### config.mk
export PLATFORM = sky130hd
export DESIGN_NAME = itra_ctrl
export DESIGN_NICKNAME = d
export VERILOG_FILES = /design/src/rtl/itra_pkg.sv /design/src/rtl/itra_ctrl.sv
export VERILOG_INCLUDE_DIRS = /design/src /design/src/rtl
export SDC_FILE = /design/constraint.sdc
export NUM_CORES = 1
export LEC_CHECK = 0
export BUFFER_PORTS_ARGS = -buffer_cell sky130_fd_sc_hd__buf_2
export CELL_PAD_IN_SITES_DETAIL_PLACEMENT = 0
export CELL_PAD_IN_SITES_GLOBAL_PLACEMENT = 2
export CORE_MARGIN = 2
export CORE_UTILIZATION = 24
export CTS_CLUSTER_DIAMETER = 30
export DETAILED_ROUTE_END_ITERATION = 12
export GPL_TIMING_DRIVEN = 1
export PLACE_DENSITY = 0.72
export RECOVER_POWER = 50
export SLEW_MARGIN = 10
export SYNTH_ARGS = -nofsm -noshare
export SYNTH_HDL_FRONTEND = slang
export SYNTH_SLANG_ARGS = --single-unit
### constraint.sdc
create_clock -name clock -period 1.3 [get_ports clock]
set_input_delay 0.065 -clock clock [delete_from_list [all_inputs] [get_ports clock]]
set_output_delay 0.065 -clock clock [all_outputs]
set_load 0.01 [all_outputs]
### src/rtl/integer_to_radix_ascii_assert.svh
// Assertion macros shared by the integer_to_radix_ascii RTL.
// Every macro samples on clock and is disabled while reset is high.
`ifndef INTEGER_TO_RADIX_ASCII_ASSERT_SVH
`define INTEGER_TO_RADIX_ASCII_ASSERT_SVH

// Condition must hold at every clock edge.
`define ITRA_ASSERT_ALWAYS(label, cond) \
   label: assert property (@(posedge clock) disable iff (reset) (cond)) \
      else $error("itra assertion failed");

// Consequent must hold in the same cycle as the antecedent.
`define ITRA_ASSERT_SAME(label, ante, cons) \
   label: assert property (@(posedge clock) disable iff (reset) (ante) |-> (cons)) \
      else $error("itra assertion failed");

// Consequent must hold in the cycle after the antecedent.
`define ITRA_ASSERT_NEXT(label, ante, cons) \
   label: assert property (@(posedge clock) disable iff (reset) (ante) |=> (cons)) \
      else $error("itra assertion failed");

`endif

### src/rtl/itra_pkg.sv
package itra_pkg;

   localparam int VALUE_WIDTH   = 32;
   localparam int MAX_DIGITS    = 32;
   localparam int RADIX_W       = 6;
   localparam int DIGIT_W       = 6;
   localparam int CHAR_W        = 8;
   localparam int CNT_W         = $clog2(MAX_DIGITS + 1);
   localparam int IDX_W         = $clog2(MAX_DIGITS);
   localparam int BITS_PER_STEP = 8;
   localparam int STEPS         = VALUE_WIDTH / BITS_PER_STEP;
   localparam int STEP_W        = (STEPS > 1) ? $clog2(STEPS) : 1;
   localparam int CSR_IDX_W     = 2;
   localparam int CSR_DATA_W    = 6;

   // register indexes
   localparam logic [CSR_IDX_W-1:0] CSR_RADIX  = CSR_IDX_W'(0);
   localparam logic [CSR_IDX_W-1:0] CSR_SIGNED = CSR_IDX_W'(1);

   localparam logic [RADIX_W-1:0] RADIX_RESET = RADIX_W'(10);
   localparam logic [RADIX_W-1:0] RADIX_MIN   = RADIX_W'(2);
   localparam logic [RADIX_W-1:0] RADIX_MAX   = RADIX_W'(36);

   localparam logic [CHAR_W-1:0]  CHAR_ZERO     = 8'h30;
   localparam logic [CHAR_W-1:0]  CHAR_MINUS    = 8'h2D;
   localparam logic [CHAR_W-1:0]  LETTER_OFFSET = 8'd87;
   localparam logic [DIGIT_W-1:0] DEC_LIMIT     = DIGIT_W'(10);

   typedef struct packed {
      logic load;
      logic div_step;
      logic div_store;
      logic emit;
   } cmd_type;

   typedef struct packed {
      logic mag_zero;
      logic count_full;
      logic emit_last;
   } status_type;

   function automatic logic [CHAR_W-1:0] digit_char(input logic [DIGIT_W-1:0] d);
      logic [CHAR_W-1:0] wide;
      wide = CHAR_W'(d);
      if (d >= DEC_LIMIT) begin
         return wide + LETTER_OFFSET;
      end
      return wide + CHAR_ZERO;
   endfunction

endpackage

### src/rtl/itra_ctrl.sv
`include "integer_to_radix_ascii_assert.svh"

module itra_ctrl import itra_pkg::*; (
   input  logic       clock,
   input  logic       reset,
   input  logic       start_valid,
   output logic       start_ready,
   output cmd_type    cmd,
   input  status_type status
);

   typedef enum logic [3:0] {
      ST_IDLE   = 4'b0001,
      ST_DIVIDE = 4'b0010,
      ST_CHECK  = 4'b0100,
      ST_EMIT   = 4'b1000
   } state_type;

   state_type         state_ff, state_in;
   logic [STEP_W-1:0] step_ff, step_in;
   logic              step_last;

   assign step_last   = (step_ff == STEP_W'(STEPS - 1));
   assign start_ready = (state_ff == ST_IDLE);

   always_comb begin
      state_in = state_ff;
      step_in  = step_ff;
      cmd      = '0;
      case (state_ff)
         ST_IDLE: begin
            if (start_valid) begin
               cmd.load = 1'b1;
               step_in  = '0;
               state_in = ST_DIVIDE;
            end
         end
         ST_DIVIDE: begin
            cmd.div_step = 1'b1;
            if (step_last) begin
               cmd.div_store = 1'b1;
               step_in       = '0;
               state_in      = ST_CHECK;
            end else begin
               step_in = step_ff + STEP_W'(1);
            end
         end
         ST_CHECK: begin
            // stop once the quotient is gone or the store is full
            if (status.mag_zero || status.count_full) begin
               state_in = ST_EMIT;
            end else begin
               state_in = ST_DIVIDE;
            end
         end
         ST_EMIT: begin
            cmd.emit = 1'b1;
            if (status.emit_last) begin
               state_in = ST_IDLE;
            end
         end
         default: begin
            state_in = ST_IDLE;
         end
      endcase
   end

   always_ff @(posedge clock) begin
      if (reset) begin
         state_ff <= ST_IDLE;
         step_ff  <= '0;
      end else begin
         state_ff <= state_in;
         step_ff  <= step_in;
      end
   end

   `ITRA_ASSERT_NEXT(a_load_starts_divide, cmd.load, state_ff == ST_DIVIDE)
   `ITRA_ASSERT_SAME(a_step_zero_outside_divide, state_ff != ST_DIVIDE, step_ff == '0)

endmodule

After elaboration in Yosys (flattened, before gate mapping). Cells that the tools add are included.

Add/sub/neg operators: 1. $mul: 0. Divide/modulo/power cells: 0. Magnitude comparators: 0. Eq/ne operators: 8. Shift-type cells: 0. Mux-type cells: 13. Bitwise operators: 0. Reduce and logical (&&, ||, !) cells: 4.

Operators by type and width (number): two-way mux 4 bit (4); case mux 4 bit (4 select lines) (1); two-way mux 2 bit (3); inequality test 2 bit (second input constant) (3); equality test 4 x 1 -> 1 bit (second input constant) (1); equality test 4 x 2 -> 1 bit (second input constant) (1); equality test 4 x 3 -> 1 bit (second input constant) (1); equality test 4 bit (second input constant) (1); two-way mux 1 bit (4); case mux 2 bit (2 select lines) (1); AND reduction 3 bit (1); adder 2 x 1 -> 2 bit (second input constant) (1); equality test 2 bit (second input constant) (1); AND reduction 2 bit (1); nonzero test 2 bit (1); logical OR 1 bit (1).

Register bits after elaboration: 6. Bits in latches: 0. Bits in writable memories: 0. Bits in read-only memories: 0. Input port bits: 6. Output and inout bits: 5. Logic and storage cells: 28. Memories kept: 0.

Logic depth before layout (Yosys ltp). Gate-level depths: netlist of the first run.

Depth after elaboration: 3. Mapped depth: 6. Gate-level depth less buffers: 5.

Worst setup path after synthesis of the first run. No wires, ideal clock.

Kind: reg-to-reg. From: register state_ff[3]. To: register state_ff[0]. Library setup time: 123 ps. Data arrival time: 1223 ps. Data required time: 1177 ps. Slack: -46 ps. Cell stages (with the launch flop): 5. Buffers on the path: 0. Path through: dfxtp_1 > nor4b_1 > nand2b_1 > nand2_1 > o21ai_0.

Longest elaborated chain between the ends: 3.

RTL lines: from (decl) (RTL line itra_ctrl.sv:19) `state_type state_ff, state_in;`; from (signal assigned) (RTL line itra_ctrl.sv:73) `state_ff <= state_in;`; equality test 4 x 2 -> 1 bit (tied with other cells) (RTL line itra_ctrl.sv:30) `case (state_ff)`; inequality test 2 bit (no line); AND reduction 3 bit (no line).

Several ways; a longest one is shown, not always the timed one. A chain may end at the register's enable or synchronous reset.

Final worst setup path of the first run.
From: register state_ff[2]. To: register state_ff[1].

Same word-level chain as after synthesis.

==> out/qor.txt, run 1 <==
Final Worst Setup Slack: -0.04550 ns
Reg2Reg Launch Point: state_ff[2]
Worst-margin pin slew: 0.3298 ns
Largest net degree at the start of global routing: 11
# DRC: 0
H-tree depth: 1
Die width: 45.23 um
First-pass GRT wire length: 1856 um
Die Area: 0.002045 sq mm
Reg power frac: 0.243
Yosys top cell by area: dfxtp_1
Syn Nets: 55
Post-synth ARST share: 0
Top area cells in the synthesized netlist: dfxtp_1 29%, o21ai_0 6.1%, nor4b_4 5.8%, nor3b_1 5.5%, a21oi_1 4.9%
Detailed Place HPWL: 753.1 um
NetSw: 505.6 uW
# rows: 14
DR WL/cell: 12.35 um
Synth-to-layout area growth: 69.63%
Aggregate global routing overflow: 0
Synthesized flop and latch total: 6
Final #Nets: 84
CP max stage cell: or4_4
Hold_buf cts: 0
Via Count: 432
Worst skew pair latency: 0.25 ns
Clock buffer depth: 2
Hold Path Depth: 2
Critical Path Sink Type: flop
Internal Pwr Total: 876.5 uW
Max-cap viol count: 0
Worst path top cell family by delay: simple AND/OR/NAND/NOR gates
CP peak stage delay: 0.43 ns
Worst slack at placement: -0.09028 ns
Final Non-Filler Cells: 91
Synth top cells by count: 6 x dfxtp_1, 5 x o21ai_0, 4 x a21oi_1, 4 x nand2_1
CTS tree: done
Worst path cell trace: buf_6, nor4b_4, a21oi_1, or4_4, o21bai_4
Mapped Cells: 48
Final count of hold timing violations: 0
Initial Util: 0.2646
Seq/Total Area, Yosys: 0.2945
Share of layout cells above drive strength 1: 0.5600
Worst VDD drop: 905.2 uV
Fmax: 743.2 MHz
RSZ-0062 raised after global routing: yes
Boundary Pins: 11
Failing checks: negative setup slack
Hold worst-path end: step_ff[0]
Critical path type: flop to flop
Gpl congestion: 0.8184
Via density: 4.747
Run status: complete, but fails checks
Combinational power share: 0.629
Die height: 45.23 um
Synth unique cells: 27
R2R Setup Slk: -0.05 ns
Worst-path clk slew: 0.05 ns
Number of flops mapped to enable cells by yosys: 0
Dominant synthesized flop cell: dfxtp_1
Setup violators final: 3
Fin crit share: 1.035
Slew Limit Fails: 0
Core Box Area: 0.001541 sq mm
GRT Total Usage: 0.1305
Switch share: 0.3658
Startpoint types: flop
Crit path DAT: 1.52 ns
Critical path peak fanout: 5
R2r endpoint: state_ff[1]
Synthesis Warnings: 0
Setup TNS: -0.08861 ns
IO Port Bufs: 10
Clk pwr share: 0.128
Initial antenna violation count: 0
DRT Pass-1 Iters: 3
Num CTS Buffers: 3
Worst Path Buf+Inv: 1
Avg Inst Size Synth: 8.498 sq um
HP Start: reset
CTS Root Cell: clkbuf_4
Syn Std Cell Area: 407.9 sq um
Routed Antenna Nets: 0
Tmin final: 1.345 ns
Post-layout total power: 1.382 mW
Post-synth top area share: 0.2945
Pwr Density: 1998 mW/mm^2
Vias in the first global route: 459
DR iter-0 viols: 5
Reg2Reg Depth: 5
Placed Cells incl. Taps: 82
Worst Path Required: 1.47 ns
Class of the worst hold path: input port to flop
# diodes: 0
WL final: 1124 um
Clk sink count: 6
Leak: 0.3203 nW
Slew headroom: 0.7781
Fin Clk Skew: 0.001577 ns
Top-count cell post-synth: dfxtp_1
worst max path at each step:
stage                     start           to  slack, ns  cells past startpoint
floorplan           state_ff[0]  state_ff[1]      -0.01                      5
global placement    state_ff[2]  state_ff[1]      -0.10                      4
detailed placement  state_ff[2]  state_ff[1]      -0.09                      4
CTS                 state_ff[3]       cmd[2]      -0.07                      5
global route        state_ff[1]       cmd[3]       -0.1                      4
finish              state_ff[2]  state_ff[1]      -0.05                      5
logic make-up (layout without fill, tap and decap cells):
logic type,Yosys count,count (layout),share of synthesized area
AOI/OAI and AO/OA,12,12,0.1779
xor gates and xnor gates,1,1,0.02148
adders and majority gates,1,1,0.03067
buffers and inverters,5,32,0.06747
DFF,6,6,0.2945
and+or+nand+nor,23,23,0.4080
through the flow:
stage | util | hold WS, ns | cell area (sq um)
after floorplan | - | 0.1341 | 414.1
after global placement | 0.3523 | 0.3388 | 543.0
after detailed placement | 0.3523 | 0.3332 | 543.0
after CTS | 0.4026 | 0.06345 | 620.6
after global routing | 0.4489 | 0.09438 | 691.9
final | 0.4489 | 0.08186 | 691.9
metal layers:
layer / up-vias / part of all wire / GRT usage
li1: 231 / - / -
met1: 191 / 0.50 / 0.1622
met2: 8 / 0.46 / 0.2000
met3: 2 / 0.040 / 0.02800
met4: 0 / 0.0044 / 0.08824
met5: - / 0 / 0
cell usage in the layout (no fill, tap or decap), types with 2 or more instances in the layout:
cell      instances
buf_4            12
o21ai_0           4
a21oi_1           4
nor2_1            2
buf_2             8
buf_6             6
clkbuf_4          3
dfxtp_1           2
inv_1             3
nor3b_1           2
nor4b_4           3
nand2_1           3
dfxtp_4           3
state kept, by name, summed over array words and instances, names as in the netlist:
register,cells
state_ff,4
step_ff,2
final cells by class:
type	instances	area (sq um)
clock buffer	3	22.52
inverter	3	11.26
tap	16	20.02
sequential	6	132.6
fill	153	849.6
multi-input combinational	37	307.8
timing repair buffer	26	197.7
timing repair:
item / in CTS / in global routing
setup endpoints to repair: 8 / 9
pin swaps: 2 / 5
buffers inserted: 4 / 2
resized for setup: 7 / 15
power groups by stage:
stage	combinational (mW)	clock, mW	sequential (mW)
global route	0.937	0.193	0.343
detailed placement	0.580	0	0.306
finish	0.869	0.177	0.336
floorplan	0.373	0	0.270
global placement	0.595	0	0.307
CTS	0.693	0.187	0.312
(Power assumes the default switching activity.)
==> run 2: changes to the inputs <==
--- a/config.mk
+++ b/config.mk
@@ -6,15 +6,16 @@
 export SDC_FILE = /design/constraint.sdc
 export NUM_CORES = 1
 export LEC_CHECK = 0
+export ABC_AREA = 1
 export BUFFER_PORTS_ARGS = -buffer_cell sky130_fd_sc_hd__buf_2
 export CELL_PAD_IN_SITES_DETAIL_PLACEMENT = 0
 export CELL_PAD_IN_SITES_GLOBAL_PLACEMENT = 2
 export CORE_MARGIN = 2
-export CORE_UTILIZATION = 24
+export CORE_UTILIZATION = 21
 export CTS_CLUSTER_DIAMETER = 30
 export DETAILED_ROUTE_END_ITERATION = 12
 export GPL_TIMING_DRIVEN = 1
-export PLACE_DENSITY = 0.72
+export PLACE_DENSITY = 0.71
 export RECOVER_POWER = 50
 export SLEW_MARGIN = 10
 export SYNTH_ARGS = -nofsm -noshare
==> out/qor.txt, run 2 <==
Run status: finished, final reports clean
Worst skew pair latency: 0.24 ns (about the same)
Synthesis Warnings: 0 (unchanged)
Routed Antenna Nets: 0 (unchanged)
Synth-to-layout area growth: 26.79%
Die width: 44.85 um (-0.84%)
Pwr Density: 1479 mW/mm^2 (-26%)
Commonest non-fill, non-tap cell in the layout: buf_2
Placed inst area: 420.4 sq um (-23%)
GR peak layer: met2
Boundary Pins: 11 (unchanged)
Detailed Place HPWL: 624.9 um (-17%)
Initial Util: 0.2273 (-0.03734)
Slew headroom: 0.8567 (+0.07856)
Critical Path Sink Type: output pin
Syn Nets: 57 (+3.6%)
Dominant synthesized flop cell: dfxtp_1
Initial antenna violation count: 0 (unchanged)
Syn Std Cell Area: 350.3 sq um (-14%)
Worst-margin pin slew: 0.2147 ns (-0.1151 ns)
Seq/Total Area, Yosys: 0.3429 (+0.04838)
Fin Clk Skew: 0.0005053 ns (-0.001072 ns)
Met1 Use GR: 0.1222 (-0.03998)
Synth unique cells: 20 (-26%)
Post-synth top area share: 0.3429 (+0.04838)
Complex-gate fraction of the synthesized area: 0.1000 (-0.07791)
Avg Inst Size Synth: 7.007 sq um (-18%)
Max reg flops: 4 (unchanged)
Final count of hold timing violations: 0 (unchanged)
Number of flops mapped to enable cells by yosys: 0 (unchanged)
Fin Hold WS: 0.05253 ns (-0.02933 ns)
Worst VDD drop: 455.5 uV (-50%)
Die Area: 0.002011 sq mm (-1.7%)
CP peak stage delay: 0.36 ns (-0.07 ns)
CP max stage cell: dfxtp_1
DR iter-0 viols: 6 (+1)
Setup violators final: 0 (-3)
Worst-path clk slew: 0.04 ns (about the same)
CTS tree: done
XOR/XNOR Fraction of Synth Area: 0 (-0.02147)
Post-synthesis adder-cell area fraction: 0.03571 (+0.005039)
Mapped Cells: 50 (+4.2%)
Most frequent cells in the layout: 10 x buf_2, 7 x nand3_1, 6 x inv_1, 6 x nor2_1, 6 x nand2_1
Fin crit share: 0.9297 (-0.1053)
Leak: 0.2190 nW (-32%)
IO Port Bufs: 10 (unchanged)
Vias in the first global route: 321 (-30%)
Aggregate global routing overflow: 0 (unchanged)
Num CTS Buffers: 3 (unchanged)
Post-synth ARST share: 0 (unchanged)
Class of the worst hold path: input port to flop
GRT Total Usage: 0.09595 (-0.03459)
Via Count: 356 (-18%)
Met3 GRT Util: 0.03200 (+0.004000)
Startpoint types: flop
# diodes: 0 (unchanged)
Critical path type: flop to output pin
Fillcell total: 201 (+31%)
DRT Pass-1 Iters: 2 (-1)
Critical path peak fanout: 5 (unchanged)
H-tree depth: 1 (unchanged)
RSZ-0062 raised after global routing: yes
Tmin final: 1.209 ns (-0.1369 ns)
Final #Nets: 72 (-14%)
Via density: 4.506 (-5.1%)
Gpl congestion: 0.6904 (-16%)
DR WL/cell: 9.532 um (-23%)
Multiplexer area fraction after synthesis: 0 (unchanged)
Synthesized flop and latch total: 6 (unchanged)
WL final: 753 um (-33%)
First-pass GRT wire length: 1359 um (-27%)
Yosys top cell by area: dfxtp_1
Largest net degree at the start of global routing: 7 (-4)
Most flop-heavy register: state_ff
Final instance area: 444.2 sq um (-36%)
Met2 usage: 0.1333 (-0.06667)
Post-Synth Simple-Gate Area: 0.4214 (+0.01345)
Largest family of logic cells by synthesized area: simple AND/OR/NAND/NOR gates
Crit path DAT: 1.14 ns (-0.38 ns)
FF/Latch Area: 125.1 sq um (-5.7%)
Die height: 44.85 um (-0.84%)
Clock buffer depth: 2 (unchanged)
Core Box Area: 0.001541 sq mm (unchanged)
Share of layout cells above drive strength 1: 0.3968 (-0.1632)
Biggest regs: state_ff: 4 flops, step_ff: 2 flops
Multi-input logic area: 191.4 sq um (-38%)
Clk sink count: 6 (unchanged)
Max-cap viol count: 0 (unchanged)
Post-layout total power: 657.0 uW (-52%)
Worst Path Required: 1.24 ns (-0.23 ns)
# rows: 14 (unchanged)
Slew Limit Fails: 0 (unchanged)
Worst path cell trace: nor2_4, nand2_2, inv_2, nand2_1, inv_1, buf_2
Fmax: 827.4 MHz (+11%)
Synth top cells by count: 6 x dfxtp_1, 6 x inv_1, 6 x nand2_1, 6 x nand3_1, 6 x nor2_1
# DRC: 0 (unchanged)
Top area cells in the synthesized netlist: dfxtp_1 34%, nand3_1 8.6%, inv_1 6.4%, nand2_1 6.4%, nor2_1 6.4%
CTS Root Cell: clkbuf_4
## run 2: critical path, delay by kind of cell (launching register included)
family / cells / cell delay [ns]
and+or+nand+nor: 3 / 0.31
DFF: 1 / 0.36
buffers and inverters: 3 / 0.24
## run 2: cell type report
type                       instances  area share
clock buffer                       3     0.05070
inverter                           9     0.07887
multi-input combinational         35      0.4310
sequential                         6      0.2817
tap                               16     0.04507
timing repair buffer              10      0.1127
## run 2: per-stage QoR
stage / std cells / setup WS (ns) / setup TNS [ns] / utilization
floorplan: 50 / 0.3148 / 0 / -
detailed placement: 76 / 0.2332 / 0 / 0.2727
CTS: 79 / 0.02003 / 0 / 0.2873
global placement: 76 / 0.2359 / 0 / 0.2727
global route: 79 / -0.01023 / -0.01023 / 0.2881
finish: 79 / 0.09137 / 0 / 0.2881
## run 2: path summary, 6_finish.rpt
kind | end | cells past startpoint | from | slack, ns
setup / recovery | cmd[3] | 6 | state_ff[2] | 0.09
setup reg to reg | state_ff[1] | 7 | step_ff[0] | 0.20
hold reg to reg | step_ff[1] | 2 | step_ff[1] | 0.48
hold / removal | step_ff[0] | 2 | reset | 0.05
## run 2: timing repair
item | CTS | global route
setup endpoints to repair | 0 | 2
buffers inserted | 0 | 0
hold buffers | 0 | 0
gates resized for setup | 0 | 4
## run 2: cells by family (layout without fill, tap and decap cells)
family / Yosys count / count (layout)
AO/OA/AOI/OAI: 5 / 5
adder cells (fa/ha/maj): 1 / 1
buffers and inverters: 9 / 22
flip-flops: 6 / 6
AND/OR/NAND/NOR: 29 / 29
## run 2: routing by layer
layer  routed length, um  share of wire  up-vias
li1                    -              -      190
met1                 356           0.47      153
met2                 321           0.43       11
met3                  66          0.088        2
met4                   9          0.012        0
met5                   0              0        -
## run 2: power by group
| group | internal [mW] | total (mW) | switching [mW] |
|---|---|---|---|
| logic | 0.0929 | 0.241 | 0.148 |
| clock network | 0.104 | 0.167 | 0.0631 |
| registers | 0.220 | 0.249 | 0.0293 |
