<file path="config.mk">
export PLATFORM = sky130hd
export DESIGN_NAME = itra_dp
export DESIGN_NICKNAME = d
export VERILOG_FILES = /design/src/rtl/itra_pkg.sv /design/src/rtl/itra_dp.sv
export VERILOG_INCLUDE_DIRS = /design/src /design/src/rtl
export SDC_FILE = /design/constraint.sdc
export NUM_CORES = 1
export LEC_CHECK = 0
export ABC_AREA = 1
export BUFFER_PORTS_ARGS = -buffer_cell sky130_fd_sc_hd__buf_4
export CAP_MARGIN = 5
export CELL_PAD_IN_SITES_DETAIL_PLACEMENT = 1
export CELL_PAD_IN_SITES_GLOBAL_PLACEMENT = 2
export CORE_AREA = 2 2 170 205
export DETAILED_ROUTE_END_ITERATION = 8
export DIE_AREA = 0 0 172 207
export PLACE_DENSITY = 0.89
export SETUP_SLACK_MARGIN = 0.5
export SKIP_LAST_GASP = 1
export SYNTH_ARGS = -nofsm -noshare
export SYNTH_HDL_FRONTEND = slang
export SYNTH_SLANG_ARGS = --single-unit
export TNS_END_PERCENT = 20
</file>
<file path="constraint.sdc">
create_clock -name clock -period 25.4 [get_ports clock]
set_input_delay 1.27 -clock clock [delete_from_list [all_inputs] [get_ports clock]]
set_output_delay 1.27 -clock clock [all_outputs]
set_load 0.05 [all_outputs]
</file>
<file path="src/rtl/integer_to_radix_ascii_assert.svh">
// Assertion macros shared by the integer_to_radix_ascii RTL.
// Every macro samples on clock and is disabled while reset is high.
`ifndef INTEGER_TO_RADIX_ASCII_ASSERT_SVH
`define INTEGER_TO_RADIX_ASCII_ASSERT_SVH

// Condition must hold at every clock edge.
`define ITRA_ASSERT_ALWAYS(label, cond) \
   label: assert property (@(posedge clock) disable iff (reset) (cond)) \
      else $error("itra assertion failed");

// Consequent must hold in the same cycle as the antecedent.
`define ITRA_ASSERT_SAME(label, ante, cons) \
   label: assert property (@(posedge clock) disable iff (reset) (ante) |-> (cons)) \
      else $error("itra assertion failed");

// Consequent must hold in the cycle after the antecedent.
`define ITRA_ASSERT_NEXT(label, ante, cons) \
   label: assert property (@(posedge clock) disable iff (reset) (ante) |=> (cons)) \
      else $error("itra assertion failed");

`endif

</file>
<file path="src/rtl/itra_pkg.sv">
package itra_pkg;

   localparam int VALUE_WIDTH   = 32;
   localparam int MAX_DIGITS    = 32;
   localparam int RADIX_W       = 6;
   localparam int DIGIT_W       = 6;
   localparam int CHAR_W        = 8;
   localparam int CNT_W         = $clog2(MAX_DIGITS + 1);
   localparam int IDX_W         = $clog2(MAX_DIGITS);
   localparam int BITS_PER_STEP = 8;
   localparam int STEPS         = VALUE_WIDTH / BITS_PER_STEP;
   localparam int STEP_W        = (STEPS > 1) ? $clog2(STEPS) : 1;
   localparam int CSR_IDX_W     = 2;
   localparam int CSR_DATA_W    = 6;

   // register indexes
   localparam logic [CSR_IDX_W-1:0] CSR_RADIX  = CSR_IDX_W'(0);
   localparam logic [CSR_IDX_W-1:0] CSR_SIGNED = CSR_IDX_W'(1);

   localparam logic [RADIX_W-1:0] RADIX_RESET = RADIX_W'(10);
   localparam logic [RADIX_W-1:0] RADIX_MIN   = RADIX_W'(2);
   localparam logic [RADIX_W-1:0] RADIX_MAX   = RADIX_W'(36);

   localparam logic [CHAR_W-1:0]  CHAR_ZERO     = 8'h30;
   localparam logic [CHAR_W-1:0]  CHAR_MINUS    = 8'h2D;
   localparam logic [CHAR_W-1:0]  LETTER_OFFSET = 8'd87;
   localparam logic [DIGIT_W-1:0] DEC_LIMIT     = DIGIT_W'(10);

   typedef struct packed {
      logic load;
      logic div_step;
      logic div_store;
      logic emit;
   } cmd_type;

   typedef struct packed {
      logic mag_zero;
      logic count_full;
      logic emit_last;
   } status_type;

   function automatic logic [CHAR_W-1:0] digit_char(input logic [DIGIT_W-1:0] d);
      logic [CHAR_W-1:0] wide;
      wide = CHAR_W'(d);
      if (d >= DEC_LIMIT) begin
         return wide + LETTER_OFFSET;
      end
      return wide + CHAR_ZERO;
   endfunction

endpackage

</file>
<file path="src/rtl/itra_dp.sv">
`include "integer_to_radix_ascii_assert.svh"

module itra_dp import itra_pkg::*; (
   input  logic                   clock,
   input  logic                   reset,
   input  logic                   csr_we,
   input  logic [CSR_IDX_W-1:0]   csr_index,
   input  logic [CSR_DATA_W-1:0]  csr_wdata,
   input  logic [VALUE_WIDTH-1:0] req_value,
   input  cmd_type                cmd,
   output status_type             status,
   output logic                   rsp_valid,
   input  logic                   rsp_ready,
   output logic [CHAR_W-1:0]      rsp_character,
   output logic                   rsp_last
);

   logic [RADIX_W-1:0]     radix_ff, radix_in;
   logic                   signed_ff, signed_in;
   logic [RADIX_W-1:0]     base_ff, base_in;
   logic [VALUE_WIDTH-1:0] mag_ff, mag_in;
   logic [DIGIT_W-1:0]     rem_ff, rem_in;
   logic [CNT_W-1:0]       count_ff, count_in;
   logic                   sign_ff, sign_in;
   logic                   rsp_valid_ff, rsp_valid_in;
   logic [CHAR_W-1:0]      char_ff;
   logic                   last_ff;
   logic [DIGIT_W-1:0]     digit_store_ff [MAX_DIGITS];

   logic                   negative;
   logic [VALUE_WIDTH-1:0] magnitude;
   logic [RADIX_W-1:0]     base_sat;
   logic [VALUE_WIDTH-1:0] step_mag;
   logic [DIGIT_W-1:0]     step_rem;
   logic [CNT_W-1:0]       count_dec;
   logic [IDX_W-1:0]       rd_idx;
   logic [CHAR_W-1:0]      next_char;
   logic                   next_last;
   logic                   slot_free;
   logic                   load_out;

   // configuration
   always_comb begin
      radix_in  = radix_ff;
      signed_in = signed_ff;
      if (csr_we) begin
         case (csr_index)
            CSR_RADIX:  radix_in  = csr_wdata[RADIX_W-1:0];
            CSR_SIGNED: signed_in = csr_wdata[0];
            default:    ;
         endcase
      end
   end

   always_comb begin
      if (radix_ff < RADIX_MIN) begin
         base_sat = RADIX_MIN;
      end else if (radix_ff > RADIX_MAX) begin
         base_sat = RADIX_MAX;
      end else begin
         base_sat = radix_ff;
      end
   end

   assign negative  = signed_ff && req_value[VALUE_WIDTH-1];
   assign magnitude = negative ? (~req_value + VALUE_WIDTH'(1)) : req_value;

   // long division, BITS_PER_STEP quotient bits per cycle, MSB first
   always_comb begin
      logic [DIGIT_W:0]       part;
      logic [DIGIT_W-1:0]     r;
      logic [VALUE_WIDTH-1:0] sh;
      r  = rem_ff;
      sh = mag_ff;
      for (int i = 0; i < BITS_PER_STEP; i++) begin
         part = {r, sh[VALUE_WIDTH-1]};
         sh   = {sh[VALUE_WIDTH-2:0], 1'b0};
         if (part >= {1'b0, base_ff}) begin
            part  = part - {1'b0, base_ff};
            sh[0] = 1'b1;
         end
         r = part[DIGIT_W-1:0];
      end
      step_mag = sh;
      step_rem = r;
   end

   // emission reads digits from the top of the store downward
   assign count_dec = count_ff - CNT_W'(1);
   assign rd_idx    = count_dec[IDX_W-1:0];
   assign slot_free = !rsp_valid_ff || rsp_ready;
   assign load_out  = cmd.emit && slot_free;

   always_comb begin
      if (sign_ff) begin
         next_char = CHAR_MINUS;
         next_last = 1'b0;
      end else begin
         next_char = digit_char(digit_store_ff[rd_idx]);
         next_last = (count_ff == CNT_W'(1));
      end
   end

   always_comb begin
      base_in      = base_ff;
      mag_in       = mag_ff;
      rem_in       = rem_ff;
      count_in     = count_ff;
      sign_in      = sign_ff;
      rsp_valid_in = rsp_valid_ff;
      if (rsp_ready) begin
         rsp_valid_in = 1'b0;
      end
      if (cmd.load) begin
         base_in  = base_sat;
         mag_in   = magnitude;
         rem_in   = '0;
         count_in = '0;
         sign_in  = negative;
      end
      if (cmd.div_step) begin
         mag_in = step_mag;
         rem_in = step_rem;
      end
      if (cmd.div_store) begin
         rem_in   = '0;
         count_in = count_ff + CNT_W'(1);
      end
      if (load_out) begin
         rsp_valid_in = 1'b1;
         if (sign_ff) begin
            sign_in = 1'b0;
         end else begin
            count_in = count_dec;
         end
      end
   end

   always_ff @(posedge clock) begin
      if (reset) begin
         radix_ff     <= RADIX_RESET;
         signed_ff    <= 1'b1;
         base_ff      <= RADIX_MIN;
         mag_ff       <= '0;
         rem_ff       <= '0;
         count_ff     <= '0;
         sign_ff      <= 1'b0;
         rsp_valid_ff <= 1'b0;
      end else begin
         radix_ff     <= radix_in;
         signed_ff    <= signed_in;
         base_ff      <= base_in;
         mag_ff       <= mag_in;
         rem_ff       <= rem_in;
         count_ff     <= count_in;
         sign_ff      <= sign_in;
         rsp_valid_ff <= rsp_valid_in;
      end
   end

   always_ff @(posedge clock) begin
      if (cmd.div_store) begin
         digit_store_ff[count_ff[IDX_W-1:0]] <= step_rem;
      end
      if (load_out) begin
         char_ff <= next_char;
         last_ff <= next_last;
      end
   end

   assign status.mag_zero   = (mag_ff == '0);
   assign status.count_full = (count_ff == CNT_W'(MAX_DIGITS));
   assign status.emit_last  = load_out && next_last;

   assign rsp_valid     = rsp_valid_ff;
   assign rsp_character = char_ff;
   assign rsp_last      = last_ff;

   `ITRA_ASSERT_ALWAYS(a_count_in_range, count_ff <= CNT_W'(MAX_DIGITS))
   `ITRA_ASSERT_ALWAYS(a_rem_below_base, rem_ff < base_ff)
   `ITRA_ASSERT_NEXT(a_last_drains_store, status.emit_last, count_ff == '0 && !sign_ff)

endmodule

</file>
# Yosys cells after proc, flatten, opt, wreduce, memory -nomap -nowiden
# Memories as Yosys holds them, arrays and structs flattened.
# Index checks and enable logic that the tools add are counted.
[op_classes]
n_reduce_logical = 12
order_cmp = 11
shifts = 0
n_eq_ne = 3
n_addsub = 13
n_mul = 0
bitwise = 1
n_div = 0
muxes = 39
[ops]
columns = ["cell", "count"]
rows = [
  ["two-way mux 32 bit", 3],
  ["two-way mux 6 bit", 16],
  [">= comparator 7 x 6 -> 1 bit", 8],
  ["subtractor 6 bit", 8],
  ["adder 32 x 1 -> 32 bit, second input constant", 1],
  ["zero test 32 bit", 1],
  ["NOT 32 bit", 1],
  ["two-way mux 1 bit", 18],
  ["two-way mux 8 bit", 2],
  ["adder 6 x 7 -> 8 bit, second input constant", 1],
  ["adder 6 x 6 -> 7 bit, second input constant", 1],
  ["adder 6 x 1 -> 6 bit, second input constant", 1],
  ["== test 6 x 1 -> 1 bit, second input constant", 1],
  ["== test 6 bit, second input constant", 1],
  [">= comparator 6 x 4 -> 1 bit, second input constant", 1],
  ["greater-than comparator 6 bit, second input constant", 1],
  ["less-than comparator 6 x 2 -> 1 bit, second input constant", 1],
  ["subtractor 6 x 1 -> 6 bit, second input constant", 1],
  ["AND reduction 2 bit", 2],
  ["nonzero test 2 bit", 2],
  ["logical AND 1 bit", 3],
  ["== test 2 x 1 -> 1 bit, second input constant", 1],
  ["zero test 2 bit", 1],
  ["OR reduction 2 bit", 1],
  ["other kinds (2)", 2],
]
[word_totals]
output_inout_bits = 13
ff_bits = 68
in_bits = 48
ramBits = 192
mem_count = 1
latch_bits = 0
word_cells = 90
mem_bits_ro = 0
[memory_table]
columns = ["memory", "depth", "word_bits", "rd", "rd_ports_with_merged_regs", "wr", "line", "text"]
rows = [
  ["digit_store_ff", 32, 6, 1, 0, 1, "itra_dp.sv:28", "logic [DIGIT_W-1:0] digit_store_ff [MAX_DIGITS];"],
]

# Longest topological paths before layout
[depth]
depth_word = 17
mapped_depth = 92
mapped_depth_nobuf = 89

# Least setup slack after synthesis
# No wires, ideal clock.
[synth_timing]
path_kind = "register to register"
from = "reg base_ff[1]"
to = "reg rem_ff[4]"
slack_ns = 12.556
setup_time_ns = 0.070
required_time_ns = 25.330
n_path_buf = 3
arrival_time_ns = 12.774
synth_period_minus_slack_ns = 12.844
stages_incl_launch_ff = 84
cell_sequence = "dfxtp_1 inv_1 ha_1 nand3_1 nand2_1 nand2_1 nand3_4 nand2_1 nand2_1 ha_1 a21oi_1 nand3_1 a21oi_1 nand3_4 nand2_1 nand2_1 ha_1 a21oi_1 [... 48 more ...] nand3_4 inv_2 nand2_1 nand2_1 inv_1 ha_1 a21oi_1 o21ai_0 a21oi_1 inv_1 a21oi_1 o21a_1 inv_1 nor2_4 nand3_1 nand2_1 nand2_1 a21oi_1"
[synth_via]
elab_chain_len = 17
word_cells_on_any_way = 25
cone_classes = "add/sub: 8; order compare: 8; mux: 9"
[synth_rtl]
columns = ["item", "line", "text"]
rows = [
  ["start, declared", "itra_dp.sv:20", "logic [RADIX_W-1:0] base_ff, base_in;"],
  ["start signal, assigned", "itra_dp.sv:152", "base_ff <= base_in;"],
  ["subtractor 6 bit or >= comparator 7 x 6 -> 1 bit (tied branches)", "itra_dp.sv:79, itra_dp.sv:78", ""],
  ["two-way mux 6 bit", "itra_dp.sv:78", "if (part >= {1'b0, base_ff}) begin"],
  ["subtractor 6 bit or >= comparator 7 x 6 -> 1 bit (tied branches)", "itra_dp.sv:79, itra_dp.sv:78", ""],
  ["two-way mux 6 bit", "itra_dp.sv:78", ""],
  ["subtractor 6 bit or >= comparator 7 x 6 -> 1 bit (tied branches)", "itra_dp.sv:79, itra_dp.sv:78", ""],
  ["two-way mux 6 bit", "itra_dp.sv:78", ""],
  ["subtractor 6 bit or >= comparator 7 x 6 -> 1 bit (tied branches)", "itra_dp.sv:79, itra_dp.sv:78", ""],
  ["two-way mux 6 bit", "itra_dp.sv:78", ""],
  ["[... 2 more ...]", "n/a", ""],
  [">= comparator 7 x 6 -> 1 bit or subtractor 6 bit (tied branches)", "itra_dp.sv:78, itra_dp.sv:79", ""],
  ["two-way mux 6 bit", "itra_dp.sv:78", ""],
  ["subtractor 6 bit or >= comparator 7 x 6 -> 1 bit (tied branches)", "itra_dp.sv:79, itra_dp.sv:78", ""],
  ["two-way mux 6 bit", "itra_dp.sv:78", ""],
  ["subtractor 6 bit or >= comparator 7 x 6 -> 1 bit (tied branches)", "itra_dp.sv:79, itra_dp.sv:78", ""],
  ["two-way mux 6 bit (*)", "itra_dp.sv:78", ""],
  ["via step_rem[4]", "itra_dp.sv:34", "logic [DIGIT_W-1:0] step_rem;"],
  ["two-way mux 6 bit (*)", "itra_dp.sv:121", "if (cmd.div_step) begin"],
  ["end signal, assigned", "itra_dp.sv:154", "rem_ff <= rem_in;"],
  ["end, declared", "itra_dp.sv:22", "logic [DIGIT_W-1:0] rem_ff, rem_in;"],
]
# Mark *: on every way through the listed nets, which the timed path passes. The rest lies on a longest branch.
# A chain may end at the register's enable or synchronous reset.

# Worst setup path in the final report
[layout_timing]
from = "reg base_ff[1]"
to = "mem digit_store_ff[7][4], data pin"
[layout_via]
elab_chain_len = 16
word_cells_on_any_way = 24
cone_classes = "add/sub: 8; order compare: 8; mux: 8"
[layout_rtl]
columns = ["item", "line"]
rows = [
  ["subtractor 6 bit or >= comparator 7 x 6 -> 1 bit (tied branches)", "itra_dp.sv:79, itra_dp.sv:78"],
  ["two-way mux 6 bit", "itra_dp.sv:78"],
  ["subtractor 6 bit or >= comparator 7 x 6 -> 1 bit (tied branches)", "itra_dp.sv:79, itra_dp.sv:78"],
  ["two-way mux 6 bit", "itra_dp.sv:78"],
  ["subtractor 6 bit or >= comparator 7 x 6 -> 1 bit (tied branches)", "itra_dp.sv:79, itra_dp.sv:78"],
  ["two-way mux 6 bit", "itra_dp.sv:78"],
  ["subtractor 6 bit or >= comparator 7 x 6 -> 1 bit (tied branches)", "itra_dp.sv:79, itra_dp.sv:78"],
  ["two-way mux 6 bit", "itra_dp.sv:78"],
  ["subtractor 6 bit or >= comparator 7 x 6 -> 1 bit (tied branches)", "itra_dp.sv:79, itra_dp.sv:78"],
  ["two-way mux 6 bit", "itra_dp.sv:78"],
  [">= comparator 7 x 6 -> 1 bit or subtractor 6 bit (tied branches)", "itra_dp.sv:78, itra_dp.sv:79"],
  ["two-way mux 6 bit", "itra_dp.sv:78"],
  ["subtractor 6 bit or >= comparator 7 x 6 -> 1 bit (tied branches)", "itra_dp.sv:79, itra_dp.sv:78"],
  ["two-way mux 6 bit", "itra_dp.sv:78"],
  ["subtractor 6 bit or >= comparator 7 x 6 -> 1 bit (tied branches)", "itra_dp.sv:79, itra_dp.sv:78"],
  ["two-way mux 6 bit (*)", "itra_dp.sv:78"],
  ["via step_rem[4]", "itra_dp.sv:34"],
  ["end, declared", "itra_dp.sv:28"],
]
# Marks and branches as above.

==> results.py <==
metrics = {
    "logic_synthesis": {
        "postSynthAreaPerCell_um2": 9.31,
        "synth_edf_count": 201,
        "synth_area_um2": 14300,
        "ys_top_cells_by_area": "edfxtp_1 42%, dfxtp_1 8.3%, nand2_1 7.6%, ha_1 5.2%, nor2_1 5.1%",
        "yosysTopAreaCellShare_pct": 42.2,
        "synth_warnings": 0,
        "yosysTopAreaCell": "edfxtp_1",
        "ys_seq_elements": 260,
        "synth-async-reset-ratio_pct": 0,
        "synth_fp_nets": 1651,
        "synth_commonest_cells": "289 x nand2_1, 201 x edfxtp_1, 195 x nor2_1",
        "yosysMostFrequentCell": "nand2_1",
        "synthFlopType": "edfxtp_1",
        "netlist_instances": 1536,
        "synthDistinctLibCells": 55,
        "ys_seq_area_share_pct": 50.5,
    },
    "cells_and_area": {
        "layout-drive-gt1-share_pct": 10.1,
        "nets": 1684,
        "final_area_um2": 16000,
        "diodes": 0,
        "syn_to_final_growth_pct": 12.1,
    },
    "hold_path": {
        "hp-class": "reg -> reg",
        "holdCritStartpoint": "base_ff[2]",
        "holdPathEnd": "base_ff[2]",
        "hold_depth": 2,
    },
    "placed_design": {
        "io_buffer_count": 60,
        "hpwl_um": 29000,
        "place_congestion": 0.868,
        "dpl_cell_area_um2": 15100,
    },
    "timing": {
        "tns_ns": 0,
        "fmaxAchievable_mhz": 65.3,
        "maxSlewHeadroom_pct": 13.1,
        "maxSlewViolCount": 0,
        "grt_setup_unrepaired": "no",
        "fin_crit_ns": 15.32,
        "setup_viol": 0,
        "min_period_over_period_pct": 60.3,
        "finalHoldViolCount": 0,
        "tightest_slew_ns": 1.30,
        "fin_skew_ns": 0.0316,
    },
    "route": {
        "viasPerCell": 5.55,
        "drtPass1Iterations": 5,
        "drt-total-wl_um": 41100,
        "routedWlPerCell_um": 20.1,
        "vias": 11400,
        "final_antenna_net_count": 0,
        "first_iter_violations": 604,
        "drt_drc_violations_left": 0,
    },
    "worst_setup_path": {
        "rr_worst_depth": 77,
        "slowest_delay_ns": 0.92,
        "required_ns": 25.54,
        "crit_top_cell": "nand2_1",
        "r2r-end": "digit_store_ff[7][4]",
        "r2r_slack_ns": 10.08,
        "critPathKind": "reg -> reg",
        "cp_max_fo": 33,
        "cpMaxStageDelayCell": "nand2_1",
        "startpoint_type": "flop",
        "end_kind": "flop",
        "crit_arrival_ns": 15.46,
        "rr_startpoint": "base_ff[1]",
    },
    "floorplan": {
        "design.die.area_um2": 35600,
        "num_rows": 74,
        "initial_core_util_pct": 42.4,
        "dieHeight_um": 207,
        "die_w_um": 172,
        "core_area_um2": 33700,
        "top_level_ports": 61,
    },
    "grt": {
        "antenna_found_initial": 0,
        "grt_start_max_net_pins": 80,
        "grt_pass1_vias": 12000,
        "grt.overflow.total": 0,
        "grt_use_total_pct": 23.4,
        "grt_pass1_wl_um": 65300,
    },
    "cts": {
        "cts_resized": 0,
        "clk_latency_ns": 0.54,
        "ctsHoldBuffers": 0,
        "clk_pin_slew_ns": 0.07,
        "cts_setup_buffers": 0,
        "clockRootBuffer": "clkbuf_16",
        "cts_sinks": 260,
        "htreeDepth": 1,
        "clock_path_buffers": 3,
        "cts_tree": "yes",
        "cts_buffers": 26,
    },
    "flow_run": {
        "drv_cap": 0,
    },
    "outcome": {
        "outcome": "complete, no violations",
    },
}
cells in the final DEF, fill, tap and decap left out, types with 7 or more instances in the layout:
cell type	synthesis	layout
dfxtp_1	59	58
ha_1	59	58
nand2_1	289	289
inv_1	124	124
mux2i_1	22	22
o32ai_1	26	26
nand4_1	16	16
nand3_4	7	7
nor2_1	195	193
o21ai_0	93	93
xor2_1	29	29
edfxtp_1	201	201
xnor2_1	19	19
nor4_1	10	10
o211ai_1	25	25
fa_1	8	8
nor3_1	9	9
nand3b_1	7	7
a31oi_1	37	37
clkbuf_16	0	26
a21oi_1	52	52
o221ai_1	23	23
buf_4	0	70
nand3_1	81	81
worst max-delay path: cells and delay by family, from the launching register on:
family | cells | cell delay [ns]
AND/OR/NAND/NOR | 32 | 4.54
flip-flops | 1 | 0.68
buffers and inverters | 12 | 1.35
adder cells (fa/ha/maj) | 8 | 2.60
AO/OA/AOI/OAI | 25 | 5.73
registers in the layout (all words and copies together) (netlist names):
name / count
rsp_character: 8
rsp_last: 1
rem_ff: 6
digit_store_ff: 192
mag_ff: 32
signed_ff: 1
base_ff: 6
count_ff: 6
sign_ff: 1
radix_ff: 6
rsp_valid: 1
cell families after synthesis:
logic type / count (synthesis) / share of synthesized area, %
buf+inv: 194 / 5.27
simple gates: 655 / 20.6
compound gates: 290 / 12.9
mux: 22 / 1.54
flops: 260 / 50.5
xor+xnor: 48 / 2.94
fa+ha+maj: 67 / 6.28
metal layers:
layer  share of wire [%]  global-route usage, %  vias to the layer above
li1                    -                      -                     5473
met1                  40                   27.3                     5612
met2                  54                   43.8                      184
met3                 2.9                   1.97                       83
met4                 3.7                   8.72                        0
met5                   0                      0                        -
area by class of cell:
cell class              instances  area [um2]
fillers                      3957       17700
multi-input cells            1082        6340
inverters                     129         484
well taps                     456         571
flip-flops and latches        260        7220
repair buffers                 70         526
clock inverters                18         190
clock buffers                  30         696
through the flow:
| step | hold WS, ns | setup WS, ns | util (%) | instances |
|---|---|---|---|---|
| floorplan | 0.445 | 12.56 | - | 1536 |
| global placement | 0.460 | 10.97 | 44.9 | 1997 |
| detailed placement | 0.462 | 10.03 | 44.9 | 1997 |
| CTS | 0.472 | 10.01 | 47.6 | 2045 |
| global route | 0.516 | 8.27 | 47.6 | 2045 |
| finish | 0.474 | 10.08 | 47.6 | 2045 |
how the worst max path moves through the flow:
stage	end	start
finish	digit_store_ff[7][4]	base_ff[1]
global route	digit_store_ff[20][4]	base_ff[1]
CTS	digit_store_ff[20][4]	base_ff[1]
detailed placement	digit_store_ff[31][5]	base_ff[1]
global placement	digit_store_ff[4][1]	base_ff[1]
floorplan	rem_ff[4]	base_ff[1]
Power is not shown: default switching activity piles up to over one toggle a cycle in this logic, so the estimate is an artifact.
